## src/hdl/ippf_pkg.sv

```systemverilog
// Shared types, constants and kernel tables of the projection profile filter.
// Used by ippf_sum_bank, ippf_ctrl and image_projection_profile_filter.
package ippf_pkg;

  // Default frame limits (top-level parameter defaults)
  localparam int unsigned MAX_WIDTH_DEF  = 1024;
  localparam int unsigned MAX_HEIGHT_DEF = 1024;

  // Kernel lengths
  localparam int unsigned COL_TAPS = 6;
  localparam int unsigned ROW_TAPS = 9;

  // Field widths
  localparam int unsigned ACT_W   = 3;
  localparam int unsigned PIX_W   = 8;
  localparam int unsigned IDX_W   = 11;
  localparam int unsigned SIZE_W  = 11;
  localparam int unsigned SUM_W   = 18;
  localparam int unsigned VALUE_W = 23;
  localparam int unsigned STAT_W  = 2;
  localparam int unsigned TAP_W   = $clog2(ROW_TAPS);
  localparam int unsigned WT_W    = 2;

  // Stream packing, padded to whole bytes
  localparam int unsigned IN_TDATA_W  = ((PIX_W + 2 * IDX_W + 7) / 8) * 8;
  localparam int unsigned OUT_TDATA_W = ((VALUE_W + 7) / 8) * 8;

  typedef logic [SUM_W-1:0]   sum_t;
  typedef logic [VALUE_W-1:0] value_t;

  typedef enum logic [ACT_W-1:0] {
    ACT_CLEAR    = 3'd0,
    ACT_PIXEL    = 3'd1,
    ACT_READ_COL = 3'd2,
    ACT_READ_ROW = 3'd3,
    ACT_READ_MAP = 3'd4
  } action_e;

  typedef enum logic [STAT_W-1:0] {
    STAT_OK    = 2'd0,
    STAT_RANGE = 2'd1,
    STAT_FULL  = 2'd2
  } status_e;

  typedef enum logic [2:0] {
    S_INIT,
    S_IDLE,
    S_CLEAR,
    S_RMW,
    S_CONV,
    S_DRAIN,
    S_DONE
  } state_e;

  typedef enum logic {
    CFG_IMAGE_WIDTH  = 1'b0,
    CFG_IMAGE_HEIGHT = 1'b1
  } cfg_idx_e;

  // Request to one sum bank: read (optionally followed by a saturating update), or clear
  typedef struct packed {
    logic rd;
    logic upd;
    logic clr;
  } bank_req_t;

  function automatic int unsigned max_int(input int unsigned a, input int unsigned b);
    return (a > b) ? a : b;
  endfunction

  // Column kernel {1,3,1,1,3,1}
  function automatic logic [WT_W-1:0] col_weight(input logic [TAP_W-1:0] j);
    logic [WT_W-1:0] w;
    unique case (j)
      4'd0, 4'd2, 4'd3, 4'd5: w = 2'd1;
      4'd1, 4'd4:             w = 2'd3;
      default:                w = 2'd0;
    endcase
    return w;
  endfunction

  // Row kernel {1,3,1,0,0,0,1,3,1}
  function automatic logic [WT_W-1:0] row_weight(input logic [TAP_W-1:0] j);
    logic [WT_W-1:0] w;
    unique case (j)
      4'd0, 4'd2, 4'd6, 4'd8: w = 2'd1;
      4'd1, 4'd7:             w = 2'd3;
      default:                w = 2'd0;
    endcase
    return w;
  endfunction

endpackage

```

## src/hdl/ippf_ctrl.sv

```systemverilog
// Sequencer: raster position, clearing sweep, pixel update and convolution walk.
// Depends on ippf_pkg; drives the two ippf_sum_bank instances.
module ippf_ctrl #(
  parameter int unsigned  MAX_WIDTH  = ippf_pkg::MAX_WIDTH_DEF,
  parameter int unsigned  MAX_HEIGHT = ippf_pkg::MAX_HEIGHT_DEF,
  localparam int unsigned CA_W       = $clog2(MAX_WIDTH),
  localparam int unsigned RA_W       = $clog2(MAX_HEIGHT)
) (
  input  logic                        clk_i,
  input  logic                        rst_ni,
  // item side
  input  logic                        in_valid_i,
  output logic                        in_ready_o,
  input  logic [ippf_pkg::ACT_W-1:0]  action_i,
  input  logic [ippf_pkg::IDX_W-1:0]  col_index_i,
  input  logic [ippf_pkg::IDX_W-1:0]  row_index_i,
  input  logic [ippf_pkg::SIZE_W-1:0] cfg_width_i,
  input  logic [ippf_pkg::SIZE_W-1:0] cfg_height_i,
  // result side
  output logic                        res_valid_o,
  input  logic                        res_ready_i,
  output ippf_pkg::value_t            res_value_o,
  output logic [ippf_pkg::STAT_W-1:0] res_status_o,
  // bank side
  output ippf_pkg::bank_req_t         col_req_o,
  output logic [CA_W-1:0]             col_addr_o,
  input  ippf_pkg::sum_t              col_data_i,
  output ippf_pkg::bank_req_t         row_req_o,
  output logic [RA_W-1:0]             row_addr_o,
  input  ippf_pkg::sum_t              row_data_i
);
  import ippf_pkg::*;

  localparam int unsigned CLR_DEPTH = max_int(MAX_WIDTH, MAX_HEIGHT);
  localparam int unsigned CLR_W     = $clog2(CLR_DEPTH);
  localparam int unsigned EW        = max_int(max_int($clog2(MAX_WIDTH + 1),
                                                      $clog2(MAX_HEIGHT + 1)),
                                              max_int(IDX_W, SIZE_W)) + 1;
  localparam int unsigned TERM_W    = SUM_W + 2;

  state_e              state_q, state_d;
  logic [CLR_W-1:0]    clr_cnt_q, clr_cnt_d;
  logic [CA_W-1:0]     col_q, col_d;
  logic [RA_W:0]       row_q, row_d;
  logic [TAP_W-1:0]    step_q, step_d;
  logic                use_col_q, use_col_d, use_row_q, use_row_d;
  logic [EW-1:0]       n_col_q, n_col_d, n_row_q, n_row_d;
  logic                tcol_v_q, tcol_v_d, trow_v_q, trow_v_d;
  logic [WT_W-1:0]     tcol_w_q, tcol_w_d, trow_w_q, trow_w_d;
  value_t              acc_q, acc_d;
  value_t              res_value_q, res_value_d;
  status_e             res_status_q, res_status_d;

  action_e             act;
  logic                accept;
  logic [EW-1:0]       w_e, h_e, col_len, row_len;
  logic                wrap_pre, frame_full, col_last, col_oor, row_oor;
  logic [CA_W-1:0]     pos_col;
  logic [RA_W:0]       pos_row;
  logic [EW-1:0]       j_e, k_col, k_row;
  logic [WT_W-1:0]     cw, rw;
  logic                col_tap_v, row_tap_v;
  logic [TERM_W-1:0]   col_term, row_term;
  logic                clr_last;

  function automatic logic [TERM_W-1:0] scale(input sum_t d, input logic [WT_W-1:0] w);
    logic [TERM_W-1:0] r;
    r = (w == 2'd3) ? ({2'b00, d} + {1'b0, d, 1'b0}) : {2'b00, d};
    return r;
  endfunction

  assign act    = action_e'(action_i);
  assign accept = in_valid_i && in_ready_o;

  // Effective frame size: zero acts as one, above the limit acts as the limit
  assign w_e = (cfg_width_i == '0) ? EW'(1) :
               (EW'(cfg_width_i) > EW'(MAX_WIDTH)) ? EW'(MAX_WIDTH) : EW'(cfg_width_i);
  assign h_e = (cfg_height_i == '0) ? EW'(1) :
               (EW'(cfg_height_i) > EW'(MAX_HEIGHT)) ? EW'(MAX_HEIGHT) : EW'(cfg_height_i);
  assign col_len = w_e + EW'(COL_TAPS - 1);
  assign row_len = h_e + EW'(ROW_TAPS - 1);
  assign col_oor = (EW'(col_index_i) >= col_len);
  assign row_oor = (EW'(row_index_i) >= row_len);

  // Raster position; a shrunk width moves on to the next row first
  assign wrap_pre   = (EW'(row_q) < h_e) && (EW'(col_q) >= w_e);
  assign pos_col    = wrap_pre ? '0 : col_q;
  assign pos_row    = wrap_pre ? row_q + 1'b1 : row_q;
  assign frame_full = (EW'(pos_row) >= h_e);
  assign col_last   = ((EW'(pos_col) + EW'(1)) >= w_e);

  // Current convolution tap: sample n - j of each profile
  assign j_e       = EW'(step_q);
  assign k_col     = n_col_q - j_e;
  assign k_row     = n_row_q - j_e;
  assign cw        = col_weight(step_q);
  assign rw        = row_weight(step_q);
  assign col_tap_v = use_col_q && (n_col_q >= j_e) && (k_col < w_e) && (cw != '0);
  assign row_tap_v = use_row_q && (n_row_q >= j_e) && (k_row < h_e) && (rw != '0);

  // Weighted read data of the previous tap
  assign col_term = tcol_v_q ? scale(col_data_i, tcol_w_q) : '0;
  assign row_term = trow_v_q ? scale(row_data_i, trow_w_q) : '0;

  assign clr_last = (clr_cnt_q == CLR_W'(CLR_DEPTH - 1));

  // Next state
  always_comb begin
    state_d = state_q;
    unique case (state_q)
      S_INIT: begin
        if (clr_last) state_d = S_IDLE;
      end
      S_IDLE: begin
        if (in_valid_i) begin
          unique case (act)
            ACT_CLEAR:    state_d = S_CLEAR;
            ACT_PIXEL:    state_d = frame_full ? S_DONE : S_RMW;
            ACT_READ_COL: state_d = col_oor ? S_DONE : S_CONV;
            ACT_READ_ROW: state_d = row_oor ? S_DONE : S_CONV;
            ACT_READ_MAP: state_d = (col_oor || row_oor) ? S_DONE : S_CONV;
            default:      state_d = S_DONE;
          endcase
        end
      end
      S_CLEAR: begin
        if (clr_last) state_d = S_DONE;
      end
      S_RMW:   state_d = S_DONE;
      S_CONV: begin
        if (step_q == TAP_W'(ROW_TAPS - 1)) state_d = S_DRAIN;
      end
      S_DRAIN: state_d = S_DONE;
      S_DONE: begin
        if (res_ready_i) state_d = S_IDLE;
      end
      default: state_d = S_INIT;
    endcase
  end

  // Handshake and bank requests
  always_comb begin
    in_ready_o  = (state_q == S_IDLE);
    res_valid_o = (state_q == S_DONE);
    col_req_o   = '0;
    row_req_o   = '0;
    col_addr_o  = pos_col;
    row_addr_o  = pos_row[RA_W-1:0];
    unique case (state_q)
      S_INIT, S_CLEAR: begin
        col_req_o.clr = 1'b1;
        row_req_o.clr = 1'b1;
        col_addr_o    = clr_cnt_q[CA_W-1:0];
        row_addr_o    = clr_cnt_q[RA_W-1:0];
      end
      S_IDLE: begin
        if (in_valid_i && (act == ACT_PIXEL) && !frame_full) begin
          col_req_o.rd  = 1'b1;
          col_req_o.upd = 1'b1;
          row_req_o.rd  = 1'b1;
          row_req_o.upd = 1'b1;
        end
      end
      S_CONV: begin
        col_req_o.rd = col_tap_v;
        row_req_o.rd = row_tap_v;
        col_addr_o   = k_col[CA_W-1:0];
        row_addr_o   = k_row[RA_W-1:0];
      end
      default: ;
    endcase
  end

  // Datapath next values
  always_comb begin
    clr_cnt_d    = clr_cnt_q;
    col_d        = col_q;
    row_d        = row_q;
    step_d       = step_q;
    use_col_d    = use_col_q;
    use_row_d    = use_row_q;
    n_col_d      = n_col_q;
    n_row_d      = n_row_q;
    tcol_v_d     = 1'b0;
    trow_v_d     = 1'b0;
    tcol_w_d     = cw;
    trow_w_d     = rw;
    acc_d        = acc_q + VALUE_W'(col_term) + VALUE_W'(row_term);
    res_value_d  = res_value_q;
    res_status_d = res_status_q;

    unique case (state_q)
      S_INIT, S_CLEAR: clr_cnt_d = clr_cnt_q + 1'b1;
      S_IDLE: begin
        if (accept) begin
          acc_d        = '0;
          step_d       = '0;
          n_col_d      = EW'(col_index_i);
          n_row_d      = EW'(row_index_i);
          use_col_d    = (act == ACT_READ_COL) || (act == ACT_READ_MAP);
          use_row_d    = (act == ACT_READ_ROW) || (act == ACT_READ_MAP);
          res_value_d  = '0;
          res_status_d = STAT_OK;
          unique case (act)
            ACT_CLEAR: begin
              clr_cnt_d = '0;
              col_d     = '0;
              row_d     = '0;
            end
            ACT_PIXEL: begin
              if (frame_full) begin
                // dropped pixel still keeps the move to the next row
                res_status_d = STAT_FULL;
                col_d        = pos_col;
                row_d        = pos_row;
              end else begin
                col_d = col_last ? '0 : pos_col + 1'b1;
                row_d = col_last ? pos_row + 1'b1 : pos_row;
              end
            end
            ACT_READ_COL: if (col_oor) res_status_d = STAT_RANGE;
            ACT_READ_ROW: if (row_oor) res_status_d = STAT_RANGE;
            ACT_READ_MAP: if (col_oor || row_oor) res_status_d = STAT_RANGE;
            default: ;
          endcase
        end
      end
      S_CONV: begin
        step_d   = step_q + 1'b1;
        tcol_v_d = col_tap_v;
        trow_v_d = row_tap_v;
      end
      S_DRAIN: res_value_d = acc_d;
      default: ;
    endcase
  end

  // Control registers
  always_ff @(posedge clk_i or negedge rst_ni) begin
    if (!rst_ni) begin
      state_q   <= S_INIT;
      clr_cnt_q <= '0;
      col_q     <= '0;
      row_q     <= '0;
      step_q    <= '0;
      use_col_q <= 1'b0;
      use_row_q <= 1'b0;
      tcol_v_q  <= 1'b0;
      trow_v_q  <= 1'b0;
    end else begin
      state_q   <= state_d;
      clr_cnt_q <= clr_cnt_d;
      col_q     <= col_d;
      row_q     <= row_d;
      step_q    <= step_d;
      use_col_q <= use_col_d;
      use_row_q <= use_row_d;
      tcol_v_q  <= tcol_v_d;
      trow_v_q  <= trow_v_d;
    end
  end

  // Payload registers
  always_ff @(posedge clk_i) begin
    n_col_q      <= n_col_d;
    n_row_q      <= n_row_d;
    tcol_w_q     <= tcol_w_d;
    trow_w_q     <= trow_w_d;
    acc_q        <= acc_d;
    res_value_q  <= res_value_d;
    res_status_q <= res_status_d;
  end

  assign res_value_o  = res_value_q;
  assign res_status_o = res_status_q;

  // A bank is never cleared and read in the same cycle
  a_no_clr_rd: assert property (@(posedge clk_i) disable iff (!rst_ni)
    !((col_req_o.clr && col_req_o.rd) || (row_req_o.clr && row_req_o.rd)))
    else $error("bank clear overlaps a read");

  // Every bank update is followed by the write-back cycle
  a_rmw_follows: assert property (@(posedge clk_i) disable iff (!rst_ni)
    (col_req_o.upd && col_req_o.rd) |=> (state_q == S_RMW))
    else $error("pixel update not followed by write-back");

  // Row position never passes the frame limit
  a_row_bound: assert property (@(posedge clk_i) disable iff (!rst_ni)
    (EW'(row_q) <= EW'(MAX_HEIGHT)))
    else $error("row position beyond frame limit");

  // A waiting result keeps its value
  a_res_hold: assert property (@(posedge clk_i) disable iff (!rst_ni)
    (res_valid_o && !res_ready_i) |=>
      (res_valid_o && $stable(res_value_q) && $stable(res_status_q)))
    else $error("pending result changed");

  // Taps only read while walking the kernel
  a_tap_walk: assert property (@(posedge clk_i) disable iff (!rst_ni)
    (tcol_v_q || trow_v_q) |-> ((state_q == S_CONV) || (state_q == S_DRAIN)))
    else $error("tap data outside convolution walk");

endmodule

```

## config.mk

```make
export PLATFORM = sky130hd
export DESIGN_NAME = ippf_ctrl
export DESIGN_NICKNAME = d
export VERILOG_FILES = /design/src/hdl/ippf_pkg.sv /design/src/hdl/ippf_ctrl.sv
export SDC_FILE = /design/constraint.sdc
export NUM_CORES = 1
export LEC_CHECK = 0
export BUFFER_PORTS_ARGS = -buffer_cell sky130_fd_sc_hd__buf_4
export CAP_MARGIN = 5
export CORE_MARGIN = 2
export CORE_UTILIZATION = 41
export CTS_BUF_LIST = sky130_fd_sc_hd__clkbuf_4
export CTS_CLUSTER_SIZE = 10
export DETAILED_ROUTE_END_ITERATION = 10
export PLACE_DENSITY = 0.69
export SLEW_MARGIN = 20
export SYNTH_ARGS = -nofsm -noshare
export SYNTH_HDL_FRONTEND = slang
export SYNTH_SLANG_ARGS = --single-unit
```

## constraint.sdc

```tcl
create_clock -name clk_i -period 13.32 [get_ports clk_i]
set_clock_uncertainty 0.15 [all_clocks]
set_input_delay 0.666 -clock clk_i [delete_from_list [all_inputs] [get_ports clk_i]]
set_output_delay 0.666 -clock clk_i [all_outputs]
set_load 0.05 [all_outputs]
```

==> impl_metrics.yaml, run 1 <==
floorplanning:
  placementRows: 61
  design.die.area_sq_um: 29430
  core_area_sq_um: 27710
  dieWidth_microns: 171.6
  top_level_ports: 140
  floorplan.die.height_microns: 171.6
  initial_core_util_pct: 41.55
routing:
  routed_via_density: 5.682
  ant_nets: 0
  first_pass_iters: 8
  wl_microns: 34280
  drt_first_iter_violations: 767
  remaining_design_rule_violation_count: 0
  vias: 10585
  post_drt_wl_per_cell_microns: 18.40
cells_and_area:
  design.final.nets: 1741
  finalInstanceArea_sq_um: 13200
  fin_util_pct: 47.64
  ratio_of_cells_with_drive_above_1_in_the_final_layout_pct: 13.21
  flow.area_growth_from_synthesis_pct: 14.67
setup_path:
  timing.rr.start: "col_q[8]"
  setup.worst_path.end_class: "output port"
  worst_r2r_path_depth: 22
  setup.reg_to_reg.worst_slack_ps: 7480
  timing.critical_path.fanout_max: 11
  setup.worst_path.start_class: "input pin"
  arrival_ps: 6450
  critical_path_required_ps: 12500
  crit_path_end: "row_req_o[2]"
  timing.critical_path.from: "cfg_width_i[4]"
  reg2reg_to: "row_q[7]"
  timing_worst_setup_path_type: "input pin to output port"
pwr:
  power.combinational.fraction_pct: 55.5
  power_density_nw_per_um2: 141.5
  p_int_uw: 927.0
  fin_total_pwr_uw: 1868
  vdd.ir_drop.worst_uv: 216.6
  seq_power_share_pct: 29.3
  net-switching-power_uw: 941.2
  p_leak_uw: 0.006043
  p_sw_share_pct: 50.38
  share_of_total_power_in_the_clock_network_pct: 15.2
timing:
  finalHoldWorstSlack_ps: 147.2
  timing.final.max_slew_violations: 0
  tightestPinTransition_ps: 1023
  fmax_mhz: 137.7
  rsz_0062_raised_after_global_routing: "false"
  relSlewSlack_pct: 31.53
  fin_crit_sh_pct: 54.51
  setup_tns_ps: 0
  report.final.setup_viol: 0
  timing.final.crit_period_ps: 7261
  final_hold_vio_count: 0
synthesis:
  most_frequent_cell_after_synthesis: "sky130_fd_sc_hd__ha_1"
  ys_top_cells_by_area: "sky130_fd_sc_hd__ha_1 17%, sky130_fd_sc_hd__edfxtp_1 12%, sky130_fd_sc_hd__dfrtp_1 9.1%, sky130_fd_sc_hd__dfxtp_1 4.7%, sky130_fd_sc_hd__nand2_1 4.4%"
  yosys.cell_types.count: 80
  ys_ff_latch: 116
  yosysWarnings: 0
  synth_commonest_cells: "158 x sky130_fd_sc_hd__ha_1, 136 x sky130_fd_sc_hd__nand2_1, 128 x sky130_fd_sc_hd__nor2_1"
  synth-main-ff-cell: "sky130_fd_sc_hd__edfxtp_1"
  post_synth.cell_area_avg_sq_um: 8.533
  synth_async_sr_flop_share_pct: 36.21
  syn_nets: 1619
  synthesis.area_sq_um: 11510
  netlist.top_cell.by_area: "sky130_fd_sc_hd__ha_1"
  yosys.area.top_type_share_pct: 17.17
  postSynthCellCount: 1349
  synth_edf_count: 47
  yosysSeqAreaShare_pct: 26.09
global_route:
  grt_antenna_before_repair: 1
  grt_start_max_net_pins: 55
  first_global_vias: 10186
  grt_usage_pct: 23.38
  grt_first_pass_wirelength_microns: 53290
  grt-ovfl-total: 0
placed_design:
  detailed_place_hpwl_microns: 27490
  dpl-instance-area_sq_um: 12890
  gp_routability_congestion: 0.9158
  port-buffer-count: 139
clock_network:
  cts_repair_resize_count: 0
  clk_pin_slew_worst_paths_ps: 130
  clk-insertion-delay-late_ps: 560
  cts_buffers: 17
  cts_tree: "built"
  cts_sinks: 116
  cts_buffer_depth: 2
  ctsHtreeMaxLevel: 4
  ctsRootBufferMaster: "sky130_fd_sc_hd__clkbuf_4"
hold_path:
  worst_hold_check_path_type: "input pin to register"
job:
  maxCapViolCount: 0
run_status:
  outcome: "complete, no violations"
-- layer usage --
metal  global-route usage, %  routed length [microns]  vias to the layer above
met5                       0                        0                        -
met4                   8.475                      993                        0
met3                   3.428                     2060                       70
met2                   39.86                    16470                      402
met1                   30.03                    14760                     4965
li1                        -                        -                     5148
-- critical path, cell delays in order --
cell                        delay (ps)
sky130_fd_sc_hd__buf_4             130
sky130_fd_sc_hd__nor4_1            300
sky130_fd_sc_hd__nand3_1           140
sky130_fd_sc_hd__o21ai_0           450
sky130_fd_sc_hd__nand2_1           260
sky130_fd_sc_hd__ha_1              350
sky130_fd_sc_hd__and4_1            170
sky130_fd_sc_hd__o21ai_0            60
sky130_fd_sc_hd__or3_1             410
sky130_fd_sc_hd__a32o_1            430
sky130_fd_sc_hd__nor3b_4           350
sky130_fd_sc_hd__and3_1            250
sky130_fd_sc_hd__xor2_2            260
sky130_fd_sc_hd__ha_1              290
sky130_fd_sc_hd__a2111oi_0         370
sky130_fd_sc_hd__o21ai_0           170
sky130_fd_sc_hd__a211o_1           390
sky130_fd_sc_hd__nor2_1            210
sky130_fd_sc_hd__nand2_1           230
sky130_fd_sc_hd__o21ai_0           260
sky130_fd_sc_hd__buf_4             270
-- state kept, by name (all words and copies together) (netlist names) --
| register | count |
|---|---|
| acc_q | 23 |
| clr_cnt_q | 10 |
| col_q | 10 |
| n_col_q | 11 |
| n_row_q | 11 |
| res_status_o | 2 |
| res_value_o | 23 |
| row_q | 11 |
| state_q | 3 |
| step_q | 4 |
| tcol_v_q | 1 |
| tcol_w_q | 2 |
| trow_v_q | 1 |
| trow_w_q | 2 |
| use_col_q | 1 |
| use_row_q | 1 |
-- stage by stage --
stage	setup slack, ps	instances
5_1_grt	5632	1863
2_1_floorplan	7035	1349
3_5_place_dp	6159	1829
4_1_cts	6150	1862
3_3_place_gp	6349	1829
6_report	6059	1863
-- layout by cell type, fill, tap and decap left out, types with 10 or more instances in the layout --
cell type	Yosys	final
sky130_fd_sc_hd__clkbuf_4	0	17
sky130_fd_sc_hd__a21oi_1	72	72
sky130_fd_sc_hd__a31oi_1	12	12
sky130_fd_sc_hd__xor2_1	55	55
sky130_fd_sc_hd__nor3_1	38	38
sky130_fd_sc_hd__dfxtp_1	27	27
sky130_fd_sc_hd__o21ai_0	97	97
sky130_fd_sc_hd__and2_1	38	38
sky130_fd_sc_hd__nor2_1	128	128
sky130_fd_sc_hd__a21boi_0	10	10
sky130_fd_sc_hd__buf_4	2	142
sky130_fd_sc_hd__inv_1	69	68
sky130_fd_sc_hd__a22oi_1	13	13
sky130_fd_sc_hd__nand4_1	16	16
sky130_fd_sc_hd__and3_1	16	16
sky130_fd_sc_hd__ha_1	158	158
sky130_fd_sc_hd__edfxtp_1	47	47
sky130_fd_sc_hd__dfrtp_1	42	42
sky130_fd_sc_hd__fa_1	25	25
sky130_fd_sc_hd__nand2_1	136	135
sky130_fd_sc_hd__a21o_1	25	25
sky130_fd_sc_hd__nand3_1	39	38
sky130_fd_sc_hd__nand2b_1	23	23
sky130_fd_sc_hd__nor2b_1	12	12
sky130_fd_sc_hd__xnor2_1	45	45
-- area by class of cell --
| class | instances | area (sq um) |
|---|---|---|
| multi-input combinational | 1123 | 8085 |
| clock inverter | 15 | 170.2 |
| timing repair buffer | 143 | 1076 |
| fill | 2685 | 14510 |
| inverter | 70 | 262.8 |
| sequential | 116 | 3003 |
| antenna | 1 | 2.502 |
| clock buffer | 17 | 127.6 |
| tap | 378 | 473.0 |
-- worst min path at each step --
stage	start	to	slack, ps	depth (start not counted)
after detailed placement	use_row_q	use_row_q	320	2
after floorplan	rst_ni	clr_cnt_q[0]	220	0
after global routing	row_index_i[8]	n_row_q[8]	120	1
after global placement	use_row_q	use_row_q	300	2
final	row_index_i[0]	n_row_q[0]	150	1
after CTS	row_index_i[8]	n_row_q[8]	130	1
-- what timing repair did --
action / CTS / global route
setup endpoints to repair: 0 / 0
setup buffers: 0 / 0
hold endpoints to repair: 42 / 0
hold buffers: 1 / 0
-- power by group through the flow --
stage / Clock (uW) / Sequential, uW / Combinational, uW
after floorplan: 0 / 577 / 682
after global placement: 0 / 553 / 1010
after detailed placement: 0 / 555 / 1030
after CTS: 291 / 547 / 1030
after global routing: 307 / 559 / 1130
final: 285 / 547 / 1040
-- kinds of logic after synthesis --
kind of cell	synth area share, %
AOI/OAI and AO/OA	19.85
xor gates and xnor gates	7.750
adders and majority gates	21.52
buffers and inverters	3.739
DFF	26.09
muxes	0.3696
and+or+nand+nor	20.68
Note: power is estimated with default switching activity, not from simulation.
==> run 2, diff against run 1 <==
ABC_AREA = 1   (was unset)
PLACE_DENSITY = 0.71   (was 0.69)
clock period = 6.2 ns   (was 13.32 ns; I/O delays follow)
==> impl_metrics.yaml, run 2 <==
synthesis:
  synth_commonest_cells: "324 x sky130_fd_sc_hd__nand2_1, 210 x sky130_fd_sc_hd__inv_1, 200 x sky130_fd_sc_hd__nor2_1"
  yosys.cell_types.count: 58
  most_frequent_cell_after_synthesis: "sky130_fd_sc_hd__nand2_1"
  yosys.area.top_type_share_pct: 16.35
  synth-compound-area-share_pct: 14.59
  synth_xor_xnor_area_share_pct: 6.229
  synth-main-ff-cell: "sky130_fd_sc_hd__edfxtp_1"
  synth_edf_count: 47
  postSynthCellCount: 1644
  syn_nets: 1914
  yosysWarnings: 0
  ys_ff_latch: 116
  main_combinational_cell_family_by_area_after_synthesis: "simple AND/OR/NAND/NOR gates"
  synthesis.area_sq_um: 12090
  netlist.top_cell.by_area: "sky130_fd_sc_hd__ha_1"
  post_synth.cell_area_avg_sq_um: 7.355
  synth_async_sr_flop_share_pct: 36.21
  post_synth_mux_area_share_pct: 0
  synthAdderAreaFrac_pct: 20.49
  ys_top_cells_by_area: "sky130_fd_sc_hd__ha_1 16%, sky130_fd_sc_hd__edfxtp_1 12%, sky130_fd_sc_hd__nand2_1 10%, sky130_fd_sc_hd__dfrtp_1 8.7%, sky130_fd_sc_hd__inv_1 6.5%"
  synth-simple-area-share_pct: 25.94
  yosysSeqAreaShare_pct: 24.83
pwr:
  p_leak_uw: 0.007011
  seq_power_share_pct: 42.8
  vdd.ir_drop.worst_uv: 93.20
  net-switching-power_uw: 697.9
  power_density_nw_per_um2: 139.1
  fin_total_pwr_uw: 1960
  share_of_total_power_in_the_clock_network_pct: 28.0
  p_int_uw: 1262
  p_sw_share_pct: 35.61
  power.combinational.fraction_pct: 29.2
cells_and_area:
  layout.cells.most_common: "sky130_fd_sc_hd__nand2_1"
  layout.cells.most_common_list: "323 x sky130_fd_sc_hd__nand2_1, 210 x sky130_fd_sc_hd__inv_1, 199 x sky130_fd_sc_hd__nor2_1"
  fin_util_pct: 48.80
  design.final.nets: 2080
  layout.cells.non_filler: 2208
  flow.area_growth_from_synthesis_pct: 16.47
  ratio_of_cells_with_drive_above_1_in_the_final_layout_pct: 13.55
setup_path:
  setup.worst_path.start_class: "input pin"
  timing.critical_path.from: "cfg_width_i[2]"
  critical_path_required_ps: 5740
  timing.rr.start: "col_q[6]"
  arrival_ps: 5320
  timing_worst_setup_path_type: "input pin to output port"
  worst_path_most_repeated_cell: "sky130_fd_sc_hd__inv_1"
  crit_slowest_cell: "sky130_fd_sc_hd__ha_1"
  biggest_cell_delay_along_the_critical_path_ps: 320
  setup.worst_path.end_class: "output port"
  timing.critical_path.fanout_max: 24
routing:
  post_drt_wl_per_cell_microns: 15.90
  vias: 11576
  wl_microns: 35110
  first_pass_iters: 5
  remaining_design_rule_violation_count: 0
  drt_first_iter_violations: 855
  ant_nets: 0
  routed_via_density: 5.243
timing:
  fin_ws_ps: 423.8
  timing.final.crit_period_ps: 5776
  report.final.setup_viol: 0
  tightestPinTransition_ps: 1034
  setup_tns_ps: 0
  final_hold_vio_count: 0
  fmax_mhz: 173.1
  fin_crit_sh_pct: 93.16
  timing.final.max_slew_violations: 0
  relSlewSlack_pct: 30.80
global_route:
  grt_usage_pct: 22.63
  grt_first_pass_wirelength_microns: 55510
  grt_start_max_net_pins: 52
  grt_antenna_before_repair: 1
  first_global_vias: 11060
  grt-ovfl-total: 0
clock_network:
  cts_buffer_depth: 2
  cts_sinks: 116
  cts_buffers: 17
  ctsHtreeMaxLevel: 4
  ctsRootBufferMaster: "sky130_fd_sc_hd__clkbuf_4"
  clk-insertion-delay-late_ps: 560
  clk_pin_slew_worst_paths_ps: 100
  cts_tree: "built"
  post_cts.repair.setup_buffers: 0
placed_design:
  detailed_place_hpwl_microns: 28480
  dpl.cell_count: 2148
  port-buffer-count: 139
  dp_slack_ps: 325.2
  gp_routability_congestion: 0.9342
floorplanning:
  initial_core_util_pct: 41.90
  design.die.area_sq_um: 30880
  dieWidth_microns: 175.7
  top_level_ports: 140
  floorplan.die.height_microns: 175.7
  placementRows: 62
  core_area_sq_um: 28860
run_status:
  outcome: "complete, no violations"
hold_path:
  worst_hold_check_path_type: "input pin to register"
  hold_path_startpoint: "row_data_i[0]"
job:
  maxCapViolCount: 0
[run 2: cell types whose count changed in the layout (fill, tap and decap cells not counted), sizes merged, moves of 37 or more]
cell	before	now
a21oi	72	118
and2	39	0
inv	77	221
nand2	136	348
nand3	39	76
nor2	129	217
[run 2: what timing repair did]
item,4_1_cts,5_1_grt
endpoints found under the setup margin,0,2
resized for setup,0,2
hold buffers,27,0
endpoints found under the hold margin,67,0
[run 2: worst paths after layout]
kind	to	slack [ps]	cells past startpoint
worst max-delay path	row_req_o[2]	420	30
worst min-delay path	acc_q[0]	100	4
worst max register to register	row_q[8]	1120	27
worst min register to register	clr_cnt_q[7]	370	1
max in group asynchronous	use_row_q	5340	2
min in group asynchronous	col_q[4]	130	2
[run 2: cells by family (layout without fill, tap and decap cells)]
family,after synthesis,in the layout
flip-flops,116,116
XOR/XNOR,86,86
adder cells (fa/ha/maj),183,183
buffers and inverters,245,424
AND/OR/NAND/NOR,708,708
AO/OA/AOI/OAI,306,306
other,0,1
[run 2: per-layer routing]
| layer | share of wire [%] | up-vias | routed length [microns] | global-route usage [%] |
|---|---|---|---|---|
| li1 | - | 5831 | - | - |
| met1 | 43 | 5291 | 15040 | 28.04 |
| met2 | 48 | 381 | 16690 | 38.88 |
| met3 | 6.2 | 73 | 2161 | 4.177 |
| met4 | 3.5 | 0 | 1226 | 8.988 |
| met5 | 0 | - | 0 | 0 |
[run 2: through the flow]
step	hold WS, ps	instance area [sq um]
floorplan	-135.6	12090
global placement	203.5	13540
detailed placement	208.2	13540
CTS	73.54	14070
global route	89.92	14080
finish	103.8	14080
[run 2: layout make-up]
class	count	area, sq um
repair buffers	174	1374
well taps	384	480.5
flip-flops and latches	116	3003
fillers	2888	14770
clock buffers	18	135.1
clock inverters	14	125.1
multi-input cells	1283	8144
inverters	218	819.5
diodes	1	2.502
[run 2: power groups by stage]
| stage | combinational (uW) | sequential, uW | clock (uW) |
|---|---|---|---|
| floorplan | 384 | 854 | 0 |
| global placement | 539 | 854 | 0 |
| detailed placement | 547 | 856 | 0 |
| CTS | 567 | 839 | 558 |
| global route | 643 | 843 | 591 |
| finish | 572 | 839 | 549 |
[run 2: critical path: cells and delay by family]
| kind | cells | cell delay (ps) |
|---|---|---|
| and+or+nand+nor | 12 | 2100 |
| adders and majority gates | 2 | 630 |
| buffers and inverters | 9 | 1140 |
| AOI/OAI and AO/OA | 7 | 1090 |
